**config.mk**
```make
export PLATFORM = sky130hd
export DESIGN_NAME = length_prefixed_message_deframer_top
export DESIGN_NICKNAME = d
export VERILOG_FILES = /design/src/rtl/lpmd_pkg.sv /design/src/rtl/lpmd_front.sv /design/src/rtl/lpmd_fifo.sv /design/src/rtl/lpmd_back.sv /design/src/rtl/length_prefixed_message_deframer_top.sv
export SDC_FILE = /design/constraint.sdc
export NUM_CORES = 1
export LEC_CHECK = 0
export ABC_CLOCK_PERIOD_IN_PS = 4700
export BUFFER_PORTS_ARGS = -buffer_cell sky130_fd_sc_hd__buf_4
export CAP_MARGIN = 20
export CORE_AREA = 5 5 181 183
export CTS_CLUSTER_DIAMETER = 60
export DETAILED_ROUTE_END_ITERATION = 6
export DIE_AREA = 0 0 186 188
export PLACE_DENSITY_LB_ADDON = 0.05
export SYNTH_ARGS = -nofsm -noshare
export SYNTH_HDL_FRONTEND = slang
export SYNTH_SLANG_ARGS = --single-unit
```
**constraint.sdc**
```tcl
create_clock -name clk -period 4.7 [get_ports clk]
set_clock_uncertainty 0.2 [all_clocks]
set_input_delay 0.235 -clock clk [delete_from_list [all_inputs] [get_ports clk]]
set_output_delay 0.235 -clock clk [all_outputs]
set_load 0.02 [all_outputs]
```
**src/rtl/lpmd_pkg.sv**
```systemverilog
package lpmd_pkg;

  localparam int unsigned FIFO_DEPTH = 4;
  localparam int unsigned PTR_W      = $clog2(FIFO_DEPTH);
  localparam int unsigned CNT_W      = $clog2(FIFO_DEPTH + 1);

  localparam logic [1:0] PH_HEADER  = 2'd0;
  localparam logic [1:0] PH_PAYLOAD = 2'd1;
  localparam logic [1:0] PH_HALTED  = 2'd2;

  localparam logic [1:0] KIND_DATA   = 2'd0;
  localparam logic [1:0] KIND_EMPTY  = 2'd1;
  localparam logic [1:0] KIND_REJECT = 2'd2;
  localparam logic [1:0] KIND_LINK   = 2'd3;

  localparam logic [15:0] LEN_LIMIT_RST = 16'd2048;

  typedef struct packed {
    logic [1:0]  kind;
    logic [15:0] msg_id;
    logic [15:0] msg_len;
    logic [7:0]  payload_byte;
    logic        last;
  } word_t;

endpackage

```
**src/rtl/lpmd_front.sv**
```systemverilog
module lpmd_front (
  input  logic                clk,
  input  logic                rst_n,
  input  logic                in_valid,
  output logic                in_ready,
  input  logic [7:0]          in_data_byte,
  input  logic                in_link_error,
  input  logic [15:0]         len_limit,
  input  logic                q_full,
  output logic                q_push,
  output lpmd_pkg::word_t     q_word
);
  import lpmd_pkg::*;

  logic [1:0]  phase_r, phase_nxt;
  logic [1:0]  hcnt_r, hcnt_nxt;
  logic [15:0] id_r, id_nxt;
  logic [15:0] len_r, len_nxt;
  logic [15:0] left_r, left_nxt;
  logic [15:0] len_full;
  logic [15:0] left_dec;
  logic        take;

  assign in_ready = !q_full;
  assign take     = in_valid && in_ready;
  assign len_full = {len_r[15:8], in_data_byte};
  assign left_dec = left_r - 16'd1;

  always_comb begin
    phase_nxt = phase_r;
    hcnt_nxt  = hcnt_r;
    id_nxt    = id_r;
    len_nxt   = len_r;
    left_nxt  = left_r;
    q_push    = 1'b0;
    q_word    = '{kind: KIND_DATA, msg_id: id_r, msg_len: len_r,
                  payload_byte: 8'd0, last: 1'b0};
    if (take && (phase_r == PH_HEADER || phase_r == PH_PAYLOAD)) begin
      if (in_link_error) begin
        q_push       = 1'b1;
        q_word.kind  = KIND_LINK;
        phase_nxt    = PH_HALTED;
      end else if (phase_r == PH_HEADER) begin
        case (hcnt_r)
          2'd0: begin
            id_nxt   = {in_data_byte, 8'd0};
            hcnt_nxt = 2'd1;
          end
          2'd1: begin
            id_nxt   = {id_r[15:8], in_data_byte};
            hcnt_nxt = 2'd2;
          end
          2'd2: begin
            len_nxt  = {in_data_byte, 8'd0};
            hcnt_nxt = 2'd3;
          end
          default: begin
            len_nxt        = len_full;
            hcnt_nxt       = 2'd0;
            q_word.msg_len = len_full;
            if (id_r > len_limit || len_full > len_limit) begin
              q_push      = 1'b1;
              q_word.kind = KIND_REJECT;
              phase_nxt   = PH_HALTED;
            end else if (len_full == 16'd0) begin
              q_push      = 1'b1;
              q_word.kind = KIND_EMPTY;
            end else begin
              left_nxt  = len_full;
              phase_nxt = PH_PAYLOAD;
            end
          end
        endcase
      end else begin
        left_nxt            = left_dec;
        q_push              = 1'b1;
        q_word.payload_byte = in_data_byte;
        q_word.last         = (left_dec == 16'd0);
        if (left_dec == 16'd0) begin
          phase_nxt = PH_HEADER;
          hcnt_nxt  = 2'd0;
        end
      end
    end
  end

  always_ff @(posedge clk) begin
    if (!rst_n) begin
      phase_r <= PH_HEADER;
      hcnt_r  <= 2'd0;
      id_r    <= 16'd0;
      len_r   <= 16'd0;
      left_r  <= 16'd0;
    end else begin
      phase_r <= phase_nxt;
      hcnt_r  <= hcnt_nxt;
      id_r    <= id_nxt;
      len_r   <= len_nxt;
      left_r  <= left_nxt;
    end
  end

endmodule

```
**src/rtl/lpmd_fifo.sv**
```systemverilog
module lpmd_fifo (
  input  logic            clk,
  input  logic            rst_n,
  input  logic            push,
  input  lpmd_pkg::word_t push_word,
  output logic            full,
  input  logic            pop,
  output logic            empty,
  output lpmd_pkg::word_t pop_word
);
  import lpmd_pkg::*;

  word_t             mem [FIFO_DEPTH];
  logic [PTR_W-1:0]  wptr_r, wptr_nxt;
  logic [PTR_W-1:0]  rptr_r, rptr_nxt;
  logic [CNT_W-1:0]  cnt_r, cnt_nxt;
  logic              do_push, do_pop;

  assign full     = (cnt_r == CNT_W'(FIFO_DEPTH));
  assign empty    = (cnt_r == '0);
  assign do_push  = push && !full;
  assign do_pop   = pop && !empty;
  assign pop_word = mem[rptr_r];

  always_comb begin
    wptr_nxt = do_push ? wptr_r + PTR_W'(1) : wptr_r;
    rptr_nxt = do_pop ? rptr_r + PTR_W'(1) : rptr_r;
    cnt_nxt  = cnt_r;
    if (do_push && !do_pop) begin
      cnt_nxt = cnt_r + CNT_W'(1);
    end else if (do_pop && !do_push) begin
      cnt_nxt = cnt_r - CNT_W'(1);
    end
  end

  always_ff @(posedge clk) begin
    if (do_push) begin
      mem[wptr_r] <= push_word;
    end
  end

  always_ff @(posedge clk) begin
    if (!rst_n) begin
      wptr_r <= '0;
      rptr_r <= '0;
      cnt_r  <= '0;
    end else begin
      wptr_r <= wptr_nxt;
      rptr_r <= rptr_nxt;
      cnt_r  <= cnt_nxt;
    end
  end

endmodule

```
**src/rtl/lpmd_back.sv**
```systemverilog
module lpmd_back (
  input  logic            clk,
  input  logic            rst_n,
  input  logic            q_empty,
  input  lpmd_pkg::word_t q_word,
  output logic            q_pop,
  output logic            out_valid,
  input  logic            out_ready,
  output logic [1:0]      out_kind,
  output logic [15:0]     out_msg_id,
  output logic [15:0]     out_msg_len,
  output logic [7:0]      out_payload_byte,
  output logic            out_last
);
  import lpmd_pkg::*;

  logic  valid_r, valid_nxt;
  word_t word_r;

  assign q_pop     = !q_empty && (!valid_r || out_ready);
  assign valid_nxt = q_pop || (valid_r && !out_ready);

  always_ff @(posedge clk) begin
    if (!rst_n) begin
      valid_r <= 1'b0;
    end else begin
      valid_r <= valid_nxt;
    end
  end

  always_ff @(posedge clk) begin
    if (q_pop) begin
      word_r <= q_word;
    end
  end

  assign out_valid        = valid_r;
  assign out_kind         = word_r.kind;
  assign out_msg_id       = word_r.msg_id;
  assign out_msg_len      = word_r.msg_len;
  assign out_payload_byte = word_r.payload_byte;
  assign out_last         = word_r.last;

endmodule

```
**src/rtl/length_prefixed_message_deframer_top.sv**
```systemverilog
// Length-prefixed message deframer.
// Input channel: one stream byte per word (in_data_byte, in_link_error),
// valid/ready. Each message is a 4-byte big-endian header (16-bit id,
// 16-bit length) followed by that many payload bytes.
// Output channel: at most one word per input byte: a payload byte with id,
// length and last flag, an empty-message word, a header-reject word or a
// link-failure word. A header yields a word only on its last byte (empty
// or reject); after a reject or link failure bytes are dropped until reset.
// Configuration: APB register at address 0 holds the limit for id and
// length (reset 2048); write it only while the block is idle.
// Throughput: one input byte per cycle while the queue is not full.
// Each word is written into the 4-entry queue when its byte is accepted,
// and the queue loads the output register when that register is empty
// or its word is being taken.
// Reset (synchronous, rst_n low) clears the parser, the queue and the
// output valid flag. When the receiver stalls, the output register holds,
// the queue fills, and in_ready drops once the queue is full.
module length_prefixed_message_deframer_top (
  input  logic        clk,
  input  logic        rst_n,
  input  logic        in_valid,
  output logic        in_ready,
  input  logic [7:0]  in_data_byte,
  input  logic        in_link_error,
  output logic        out_valid,
  input  logic        out_ready,
  output logic [1:0]  out_kind,
  output logic [15:0] out_msg_id,
  output logic [15:0] out_msg_len,
  output logic [7:0]  out_payload_byte,
  output logic        out_last,
  input  logic        psel,
  input  logic        penable,
  input  logic        pwrite,
  input  logic [2:0]  paddr,
  input  logic [31:0] pwdata,
  output logic [31:0] prdata,
  output logic        pready
);
  import lpmd_pkg::*;

  logic [15:0] len_limit_r;
  logic        q_full, q_push, q_empty, q_pop;
  word_t       push_word, pop_word;

  assign pready = 1'b1;
  assign prdata = (paddr[2] == 1'b0) ? {16'd0, len_limit_r} : 32'd0;

  always_ff @(posedge clk) begin
    if (!rst_n) begin
      len_limit_r <= LEN_LIMIT_RST;
    end else if (psel && penable && pwrite && pready && paddr[2] == 1'b0) begin
      len_limit_r <= pwdata[15:0];
    end
  end

  lpmd_front u_front (
    .clk           (clk),
    .rst_n         (rst_n),
    .in_valid      (in_valid),
    .in_ready      (in_ready),
    .in_data_byte  (in_data_byte),
    .in_link_error (in_link_error),
    .len_limit     (len_limit_r),
    .q_full        (q_full),
    .q_push        (q_push),
    .q_word        (push_word)
  );

  lpmd_fifo u_fifo (
    .clk       (clk),
    .rst_n     (rst_n),
    .push      (q_push),
    .push_word (push_word),
    .full      (q_full),
    .pop       (q_pop),
    .empty     (q_empty),
    .pop_word  (pop_word)
  );

  lpmd_back u_back (
    .clk              (clk),
    .rst_n            (rst_n),
    .q_empty          (q_empty),
    .q_word           (pop_word),
    .q_pop            (q_pop),
    .out_valid        (out_valid),
    .out_ready        (out_ready),
    .out_kind         (out_kind),
    .out_msg_id       (out_msg_id),
    .out_msg_len      (out_msg_len),
    .out_payload_byte (out_payload_byte),
    .out_last         (out_last)
  );

endmodule

```
After elaboration in Yosys (flattened, before gate mapping)

Memory sizes are Yosys's and may differ from the RTL's. A register that Yosys moved wholly into a read port is not among the register bits.
Index checks and enable logic that the tools add are counted.

Logic and storage cells: 108
Bits in registers: 76
Input bits: 51
Output and inout bits: 78
RAM bits: 172
Memories kept: 1

Memory list:

| memory     | depth | bits a word | rd ports | clocked after memory_dff | write ports | RTL line        | RTL |
|---|---|---|---|---|---|---|---|
| u_fifo.mem | 4     | 43          | 1        | 1                        | 1           | lpmd_fifo.sv:13 | `word_t mem [FIFO_DEPTH];` |

Order comparisons: 2
Add/subtract/negate cells: 5
Multiplexer cells: 36
Bitwise gates (word level): 4
Equality and inequality tests: 9
Reductions and logical operators: 39

Operators by type and width:

| operator                                                             | count |
|---|---|
| 16-bit 2-to-1 mux                                                    | 5 |
| 16-bit one-hot mux with 2 select lines                               | 2 |
| 17-bit 2-to-1 mux                                                    | 2 |
| 16-bit > comparator                                                  | 2 |
| 16-bit logical NOT                                                   | 2 |
| 2-bit 2-to-1 mux                                                     | 12 |
| 8-bit 2-to-1 mux                                                     | 2 |
| 16-bit by 1-bit subtractor with 16-bit output, second input constant | 1 |
| 5-bit AND reduction                                                  | 3 |
| 4-bit AND reduction                                                  | 3 |
| 1-bit logical AND                                                    | 11 |
| 1-bit 2-to-1 mux                                                     | 9 |
| 9-bit 2-to-1 mux                                                     | 1 |
| 1-bit logical NOT                                                    | 6 |
| 3-bit 2-to-1 mux                                                     | 2 |
| 2-bit != test, second input constant                                 | 3 |
| 2-bit one-hot mux with 3 select lines                                | 1 |
| 2-bit nonzero test                                                   | 3 |
| 2-bit by 1-bit adder with 2-bit output, second input constant        | 2 |
| 2-bit by 1-bit == test with 1-bit output, second input constant      | 2 |
| 2-bit logical NOT                                                    | 2 |
| 1-bit logical OR                                                     | 4 |
| 4-bit != test, second input constant                                 | 1 |
| 1-bit inverter                                                       | 4 |
| other kinds (10)                                                     | 10 |

Logic depth before layout (Yosys ltp)

Gate-level depths: netlist of the first run.

Depth after elaboration: 12
Depth in mapped cells: 14
Depth with buffers taken out: 14

Hierarchy

Synthesis of the first run repeated with hierarchy kept, for this count alone.

Cell total of the unflattened synthesis: 887
Area total of the unflattened synthesis: 12614.6 um2

Modules (own cells, without submodules):

| module                               | seq. area each (um2) | cells each | area an instance (um2) | times used |
|---|---|---|---|---|
| lpmd_fifo                            | 5345.1               | 273        | 6749.0                 | 1 |
| lpmd_front                           | 1041.0               | 461        | 3618.5                 | 1 |
| lpmd_back                            | 1311.3               | 47         | 1335.0                 | 1 |
| length_prefixed_message_deframer_top | 320.3                | 106        | 912.1                  | 1 |

Worst setup path before layout of the first run

OpenSTA, ideal clock, no wires.

Path type: flip-flop to flip-flop
Start: register u_fifo.cnt_r[0]
End: register u_fifo.cnt_r[2]
Data arrival time: 3.925 ns
Clock period less this slack: 4.196 ns
Cell stages (with the launch flop): 10
Required time: 4.430 ns
Setup time: 0.070 ns
Buffers on the path: 0
Slack: 0.504 ns
Cells stage by stage: dfxtp_1 > nor3_1 > a21oi_1 > inv_1 > ha_1 > inv_1 > fa_1 > xor2_1 > or3_1 > a21oi_1

Elaborated cells between the ends (all ways): 19
Classes of those cells: add/sub (2); eq/ne (1); mux (3); reduce/logical (13)

RTL lines:

| element                                                | RTL line                                   | RTL |
|---|---|---|
| from (decl)                                            | lpmd_fifo.sv:16                            | `logic [CNT_W-1:0] cnt_r, cnt_nxt;` |
| from (signal assigned)                                 | lpmd_fifo.sv:50                            | `cnt_r <= cnt_nxt;` |
| 3-bit logical NOT *                                    | lpmd_fifo.sv:20                            | `assign empty = (cnt_r == '0);` |
| 1-bit logical NOT *                                    | lpmd_back.sv:20                            | `assign q_pop = !q_empty && (!valid_r \|\| out_ready);` |
| 1-bit logical AND *                                    | lpmd_back.sv:20                            |  |
| named net q_pop                                        | length_prefixed_message_deframer_top.sv:43 | `logic q_full, q_push, q_empty, q_pop;` |
| 1-bit logical AND *                                    | lpmd_fifo.sv:22                            | `assign do_pop = pop && !empty;` |
| 1-bit logical NOT                                      | lpmd_fifo.sv:29                            | `if (do_push && !do_pop) begin` |
| 1-bit logical AND                                      | lpmd_fifo.sv:29                            |  |
| 3-bit 2-to-1 mux or 2-bit nonzero test (tied branches) | -                                          |  |

Mark *: on every way through the listed nets, which the timed path passes. The rest lies on a longest branch. The select of a mux whose other input is x is not followed.
A chain may end at the register's enable or synchronous reset.

Final worst setup path of the first run

Start: register u_front.len_r[9]
End: register u_fifo.cnt_r[2]

Word-level cells in the longest chain between the ends: 11
Elaborated cells between the ends (all ways): 15
Classes of those cells: order compare (1); mux (7); reduce/logical (7)

RTL lines:

| element                                                   | RTL line                           | RTL |
|---|---|---|
| from (decl)                                               | lpmd_front.sv:18                   | `logic [15:0] len_r, len_nxt;` |
| from (signal assigned)                                    | lpmd_front.sv:98                   | `len_r <= len_nxt;` |
| 16-bit > comparator or 16-bit logical NOT (tied branches) | lpmd_front.sv:61, lpmd_front.sv:65 |  |
| 1-bit logical OR or 1-bit 2-to-1 mux (tied branches)      | lpmd_front.sv:61, lpmd_front.sv:65 |  |
| 1-bit 2-to-1 mux *                                        | lpmd_front.sv:61                   | `if (id_r > len_limit \|\| len_full > len_limit) begin` |
| 1-bit 2-to-1 mux *                                        | lpmd_front.sv:44                   | `case (hcnt_r)` |
| 1-bit 2-to-1 mux *                                        | lpmd_front.sv:43                   | `end else if (phase_r == PH_HEADER) begin` |
| 1-bit 2-to-1 mux *                                        | lpmd_front.sv:39                   | `if (in_link_error) begin` |
| 1-bit 2-to-1 mux *                                        | lpmd_front.sv:38                   | `if (take && (phase_r == PH_HEADER \|\| phase_r == PH_PAYLOAD)) begin` |
| 1-bit logical AND *                                       | lpmd_fifo.sv:21                    | `assign do_push = push && !full;` |
| named net u_fifo.do_push                                  | lpmd_fifo.sv:17                    | `logic do_push, do_pop;` |
| 1-bit logical NOT                                         | lpmd_fifo.sv:31                    | `end else if (do_pop && !do_push) begin` |
| 1-bit logical AND                                         | lpmd_fifo.sv:31                    |  |
| 2-bit nonzero test (no line)                              | -                                  |  |

Mark *: on every way through the listed nets, which the timed path passes. The rest lies on a longest branch.

==> metrics.txt, run 1 <==
CTS tree=yes; Post-Route WL=28680 um; initial DRC count=540; clk slew on worst S/H paths=0.05 ns; cell area after synthesis=12170 sq um; reg2reg setup slack=0.56 ns; largest net degree at the start of global routing=46; number of global-route vias before repair=7769; Setup TNS Final=0 ns; Lkg Pwr=0.005210 uW; clock share of power=32.6%; Skew-Pair Late Insertion Delay=0.50 ns; Switching Share=28.02%; Final Hold Vio Count=0; Overall Global Routing Usage=16.40%; layout cells sized above 1=22.23%; Die Width=186 um; Setup violations, final=0; post_cts resized=0; Arrival @ worst endpoint=4.37 ns; total clock sinks=291; H-tree depth=2; unique cell type count in the Yosys netlist=60; #FFs+latches synth=291; Site Rows=65; first-pass GRT wire length=44590 um; top_reg_cell synth=edfxtp_1; Root Driver=clkbuf_16; P_sw=2090 uW; Slew headroom=35.03%; # diodes=0; status=complete, no violations; Final WS setup=0.5552 ns; Final Max Tran Viols=0; DPL Wire Length=18730 um; Tot Pwr=7458 uW; Post-Synthesis Cells=860; DR pass1 iterations=5; Avg WL per Cell=20.28 um; crit-path max FO=8; Congestion Overflow GR=0; max-cap violations=0; DR vias/cell=5.328; I/O Pins=129; Core Area=31070 sq um; Max clock buf depth=3; Die Area=34970 sq um; post-synth top area cell=edfxtp_1; initial antenna violation count=0; CP Data Required Time=4.92 ns; Avg Inst Size Synth=14.15 sq um; synthesis-to-finish area growth=20.09%; clock buffer count from CTS=34; yosys warns=0; PwrDens=510.4 nW/um^2; combinational power share=22.6%; HP Class=in2reg; Post-route DRC=0; via count=7534; Fill cells=2787; antenna violation net count after detailed routing=0; fin crit period=4.145 ns; worst-margin pin slew=0.9735 ns; Int Pwr=5368 uW; top cells by area, synth=edfxtp_1 53%, dfxtp_1 13%, mux4_2 8.0%; die height=188 um; worst slack, placed=0.5452 ns; async set-reset flop share out of synthesis=0%; type of origin of the critical path=register; Synth top area share=53.06%; # port buffers=93; initial core utilization=39.17%; critical path endpoint category=register; final period utilization=88.19%; routability cong.=0.8458; Max Fclk=0.2413 GHz; sequential fraction of the synthesis area=65.56%; unrepaired setup endpoints after global routing=no; worst vdd ir=0.0003791 V; EDFF count, synth=215; Worst Setup Path Type=reg2reg; register share of total power=44.8%; nets=1086
-- critical path, cell delays in order (launching register included) --
cell      delay (ns)
dfxtp_1         0.43
ha_1            0.38
nand4_1         0.11
or4_1           0.54
o221a_2         0.32
o22a_1          0.25
a211oi_4        0.44
ha_1            0.27
inv_1           0.07
fa_1            0.43
xor2_1          0.17
or3_1           0.31
a21oi_1         0.15
-- power groups by stage --
stage	Clock [uW]	Sequential, uW	Combinational, uW
after floorplan	0	3600	853
after global placement	0	3410	1640
after detailed placement	0	3430	1660
after CTS	2510	3380	1680
after global routing	2630	3380	1820
final	2430	3340	1680
-- state kept, by name, summed over array words and instances, names as in the netlist, 3 cells and up --
register	cells
u_front.id_r	16
u_fifo.cnt_r	3
u_fifo.mem	172
u_front.len_r	16
len_limit_r	16
u_back.out_msg_len	16
u_back.out_msg_id	16
u_front.left_r	16
u_back.out_payload_byte	8
-- path summary, 6_finish.rpt --
path | from | end | cells after the start
setup / recovery | u_front.len_r[9] | u_fifo.cnt_r[2] | 12
hold / removal | in_valid | u_fifo.wptr_r[1] | 5
setup reg to reg | u_front.len_r[9] | u_fifo.cnt_r[2] | 12
hold reg to reg | len_limit_r[15] | len_limit_r[15] | 2
-- Yosys cell counts, drive strengths merged (3+ instances only) --
cell type,n
nand3,17
mux2,8
nand4,12
o31ai,6
inv,35
nor3,14
nor3b,9
dfxtp,76
o21ai,16
o22ai,14
and2,6
o211ai,3
o221a,3
clkbuf,27
nor2,60
nand2b,3
or3,7
xor2,4
buf,30
edfxtp,215
a22oi,9
mux4,43
and3,7
ha,44
nand2,71
mux2i,11
a21oi,65
nor4,12
-- routing by layer --
metal  track usage (%)  up-vias  wire length, um
met5                 0        -                0
met4             4.484        0              646
met3             2.755       44             1509
met2             27.35      226            14030
met1             22.24     3780            12490
li1                  -     3484                -
-- cell families (layout without fill, tap and decap cells) --
logic type      after synthesis  count (layout)  share of synthesized area [%]
simple gates                232             232                          9.573
mux                          62              62                          9.604
xor+xnor                      6               6                         0.4319
compound gates              130             130                          6.571
buf+inv                      92             229                          3.506
flops                       291             291                          65.56
other cells                   2              17                        0.06172
fa+ha+maj                    45              45                          4.689
-- metrics by stage --
stage,utilization [%],instance area [sq um],std cells,hold slack [ns]
global placement,42.69,13260,1326,0.2434
floorplan,-,12220,875,0.1710
detailed placement,42.69,13260,1326,0.2496
finish,47.04,14610,1414,0.1977
global route,47.04,14610,1414,0.2335
CTS,46.95,14590,1413,0.1772
-- cell usage in the layout, fill, tap and decap left out, drive strengths merged, types with 16 or more instances in the layout --
master and instances:
conb 17, inv 37, o21ai 16, ha 44, clkbuf 46, mux4 43, a21oi 65, buf 107
nand2 71, dlygate4sd3 29, nand3 17, dfxtp 76, edfxtp 215, nor2 60
-- area by class of cell --
cell class	instances	area [sq um]	area share, %
Clock inverter	12	96.34	0.6593
Multi-Input combinational cell	492	3839	26.27
Timing Repair Buffer	136	1126	7.706
Sequential cell	291	7980	54.61
Inverter	35	131.4	0.8990
Tap cell	402	503.0	3.442
Clock buffer	46	937.1	6.413
-- repair_timing --
item                                   in CTS  in global routing
hold buffers                               29                  0
setup buffers                               0                  0
endpoints found under the hold margin      50                  0
Note: power is estimated with default switching activity, not from simulation.
==> inputs of run 2 (changes only) <==
Settings changed: CORE_AREA 5 5 181 183 to 5 5 208 210, DIE_AREA 0 0 186 188 to 0 0 213 215, SKIP_LAST_GASP set to 1.
==> metrics.txt, run 2 (synthesis results as in run 1) <==
HP Class=in2reg; status=complete, no violations; clock buffer count from CTS=37 (+8.8%); Overall Global Routing Usage=13.70% (-2.7 points); FF+latch area=7983 sq um (about the same); initial core utilization=29.40% (-9.8 points); Max clock buf depth=3 (unchanged); DPL Wire Length=19590 um (+4.6%); crit-path max FO=8 (unchanged); DR vias/cell=4.695 (-12%); total clock sinks=291 (unchanged); Site Rows=75 (+15%); antenna violation net count after detailed routing=0 (unchanged); Max Fclk=0.2406 GHz (-0.27%); P_sw=2223 uW (+6.4%); die height=215 um (+14%); routability cong.=0.7804 (-7.7%); max-cap violations=0 (unchanged); Arrival @ worst endpoint=4.42 ns (+0.05 ns); H-tree depth=2 (unchanged); Tot Pwr=7675 uW (+2.9%); clock share of power=34.3% (+1.7 points); CTS tree=yes; type of origin of the critical path=register; Post-route DRC=0 (unchanged); post_cts resized=0 (unchanged); register share of total power=43.8% (-1.0 points); Biggest register=u_fifo.mem; first-pass GRT wire length=47820 um (+7.2%); Core Area=41380 sq um (+33%); Die Width=213 um (+15%); layout cells sized above 1=22.52% (+0.28 points); highest-count cells in the layout ignoring fill and taps=215 x edfxtp_1, 101 x buf_4, 74 x dfxtp_1; Setup violations, final=0 (unchanged); unrepaired setup endpoints after global routing=no; Fill cells=3991 (+43%); critical path endpoint category=register; Worst Setup Path Type=reg2reg; # diodes=0 (unchanged); nets=1086 (unchanged); via count=7306 (-3.0%); Setup TNS Final=0 ns (unchanged); Root Driver=clkbuf_16; Switching Share=28.96% (+0.94 points); Lkg Pwr=0.005247 uW (+0.70%); Slew headroom=37.84% (+2.8 points); Avg WL per Cell=20.09 um (-0.97%); Int Pwr=5452 uW (+1.6%); worst vdd ir=0.0002438 V (-36%); Skew-Pair Late Insertion Delay=0.54 ns (+0.04 ns); clk slew on worst S/H paths=0.05 ns (about the same); fin crit period=4.156 ns (+0.01108 ns); max FFs per register=172 (unchanged); area of the multi-input gates=3839 sq um (unchanged); PwrDens=515.7 nW/um^2 (+1.1%); DR pass1 iterations=4 (-1); Post-Route WL=31250 um (+9.0%); worst-margin pin slew=0.9275 ns (-0.04606 ns); Die Area=45800 sq um (+31%); Final Hold Vio Count=0 (unchanged); # port buffers=93 (unchanged); final period utilization=88.42% (+0.24 points); initial DRC count=365 (-32%); I/O Pins=129 (unchanged); dpl cells=1461 (+10%); largest net degree at the start of global routing=59 (+28%); Congestion Overflow GR=0 (unchanged); most common cell after layout, fill and taps aside=edfxtp_1; synthesis-to-finish area growth=22.30%; initial antenna violation count=0 (unchanged); number of global-route vias before repair=7575 (-2.5%); Final Max Tran Viols=0 (unchanged); CP Data Required Time=4.96 ns (+0.04 ns); combinational power share=21.9% (-0.7 points); Final Instance Count excl. Fillers=1556 (+10%)
-- run 2: cell count changes in the layout (fill, tap and decap cells not counted), moves of 2 or more --
cell and delta:
clkbuf_1 +4, clkbuf_16 +2, clkinvlp_4 -2, buf_4 -4
clkinv_4 +3, buf_12 +3, clkinv_8 +2
-- run 2: what timing repair did --
action,in CTS,in global routing
endpoints found under the hold margin,61,0
hold buffers,28,0
setup buffers,0,0
-- run 2: final cells by class --
cell class                      count  area share, %
Sequential cell                   291          53.64
Timing Repair Buffer              133          7.516
Inverter                           35         0.8828
Tap cell                          539          4.532
Multi-Input combinational cell    492          25.79
Clock buffer                       51          6.642
Clock inverter                     15         0.9921
-- run 2: final timing paths --
kind / start / end / slack, ns / cells past startpoint
min: in_valid / u_front.phase_r[0] / 0.07 / 5
max reg2reg: u_front.len_r[11] / u_fifo.cnt_r[2] / 0.54 / 12
min reg2reg: len_limit_r[2] / len_limit_r[2] / 0.25 / 2
max: u_front.len_r[11] / u_fifo.cnt_r[2] / 0.54 / 12
-- run 2: layer usage --
metal  up-vias  wire length (um)  global-route usage (%)
met3        36              1321                   2.319
met4         0               635                   4.246
li1       3498                 -                       -
met5         -                 0                       0
met2       150             14320                   20.99
met1      3622             14970                   19.92
-- run 2: power groups by stage --
| stage | clock, uW | sequential (uW) | combinational [uW] |
|---|---|---|---|
| floorplan | 0 | 3600 | 853 |
| global placement | 0 | 3470 | 1650 |
| detailed placement | 0 | 3480 | 1650 |
| CTS | 2740 | 3420 | 1670 |
| global route | 2850 | 3410 | 1830 |
| finish | 2630 | 3360 | 1680 |
-- run 2: worst max-delay path, cell delays in order (launching register included) --
cell and delay [ns]:
dfxtp_1 0.42, ha_1 0.37, nand4_1 0.12, or4_1 0.53, o221a_2 0.31, o22a_1 0.25, a211oi_4 0.47, ha_1 0.28
inv_1 0.07, fa_1 0.43, xor2_1 0.18, or3_1 0.31, a21oi_1 0.13
-- run 2: stage by stage --
step,hold WS [ns],utilization (%),setup WS (ns),area [sq um]
detailed placement,0.2465,32.49,0.5625,13450
finish,0.07022,35.96,0.5442,14880
CTS,0.02064,35.91,0.5301,14860
floorplan,0.1710,-,0.5044,12220
global placement,0.2418,32.49,0.5683,13450
global route,0.1045,35.96,0.3329,14880
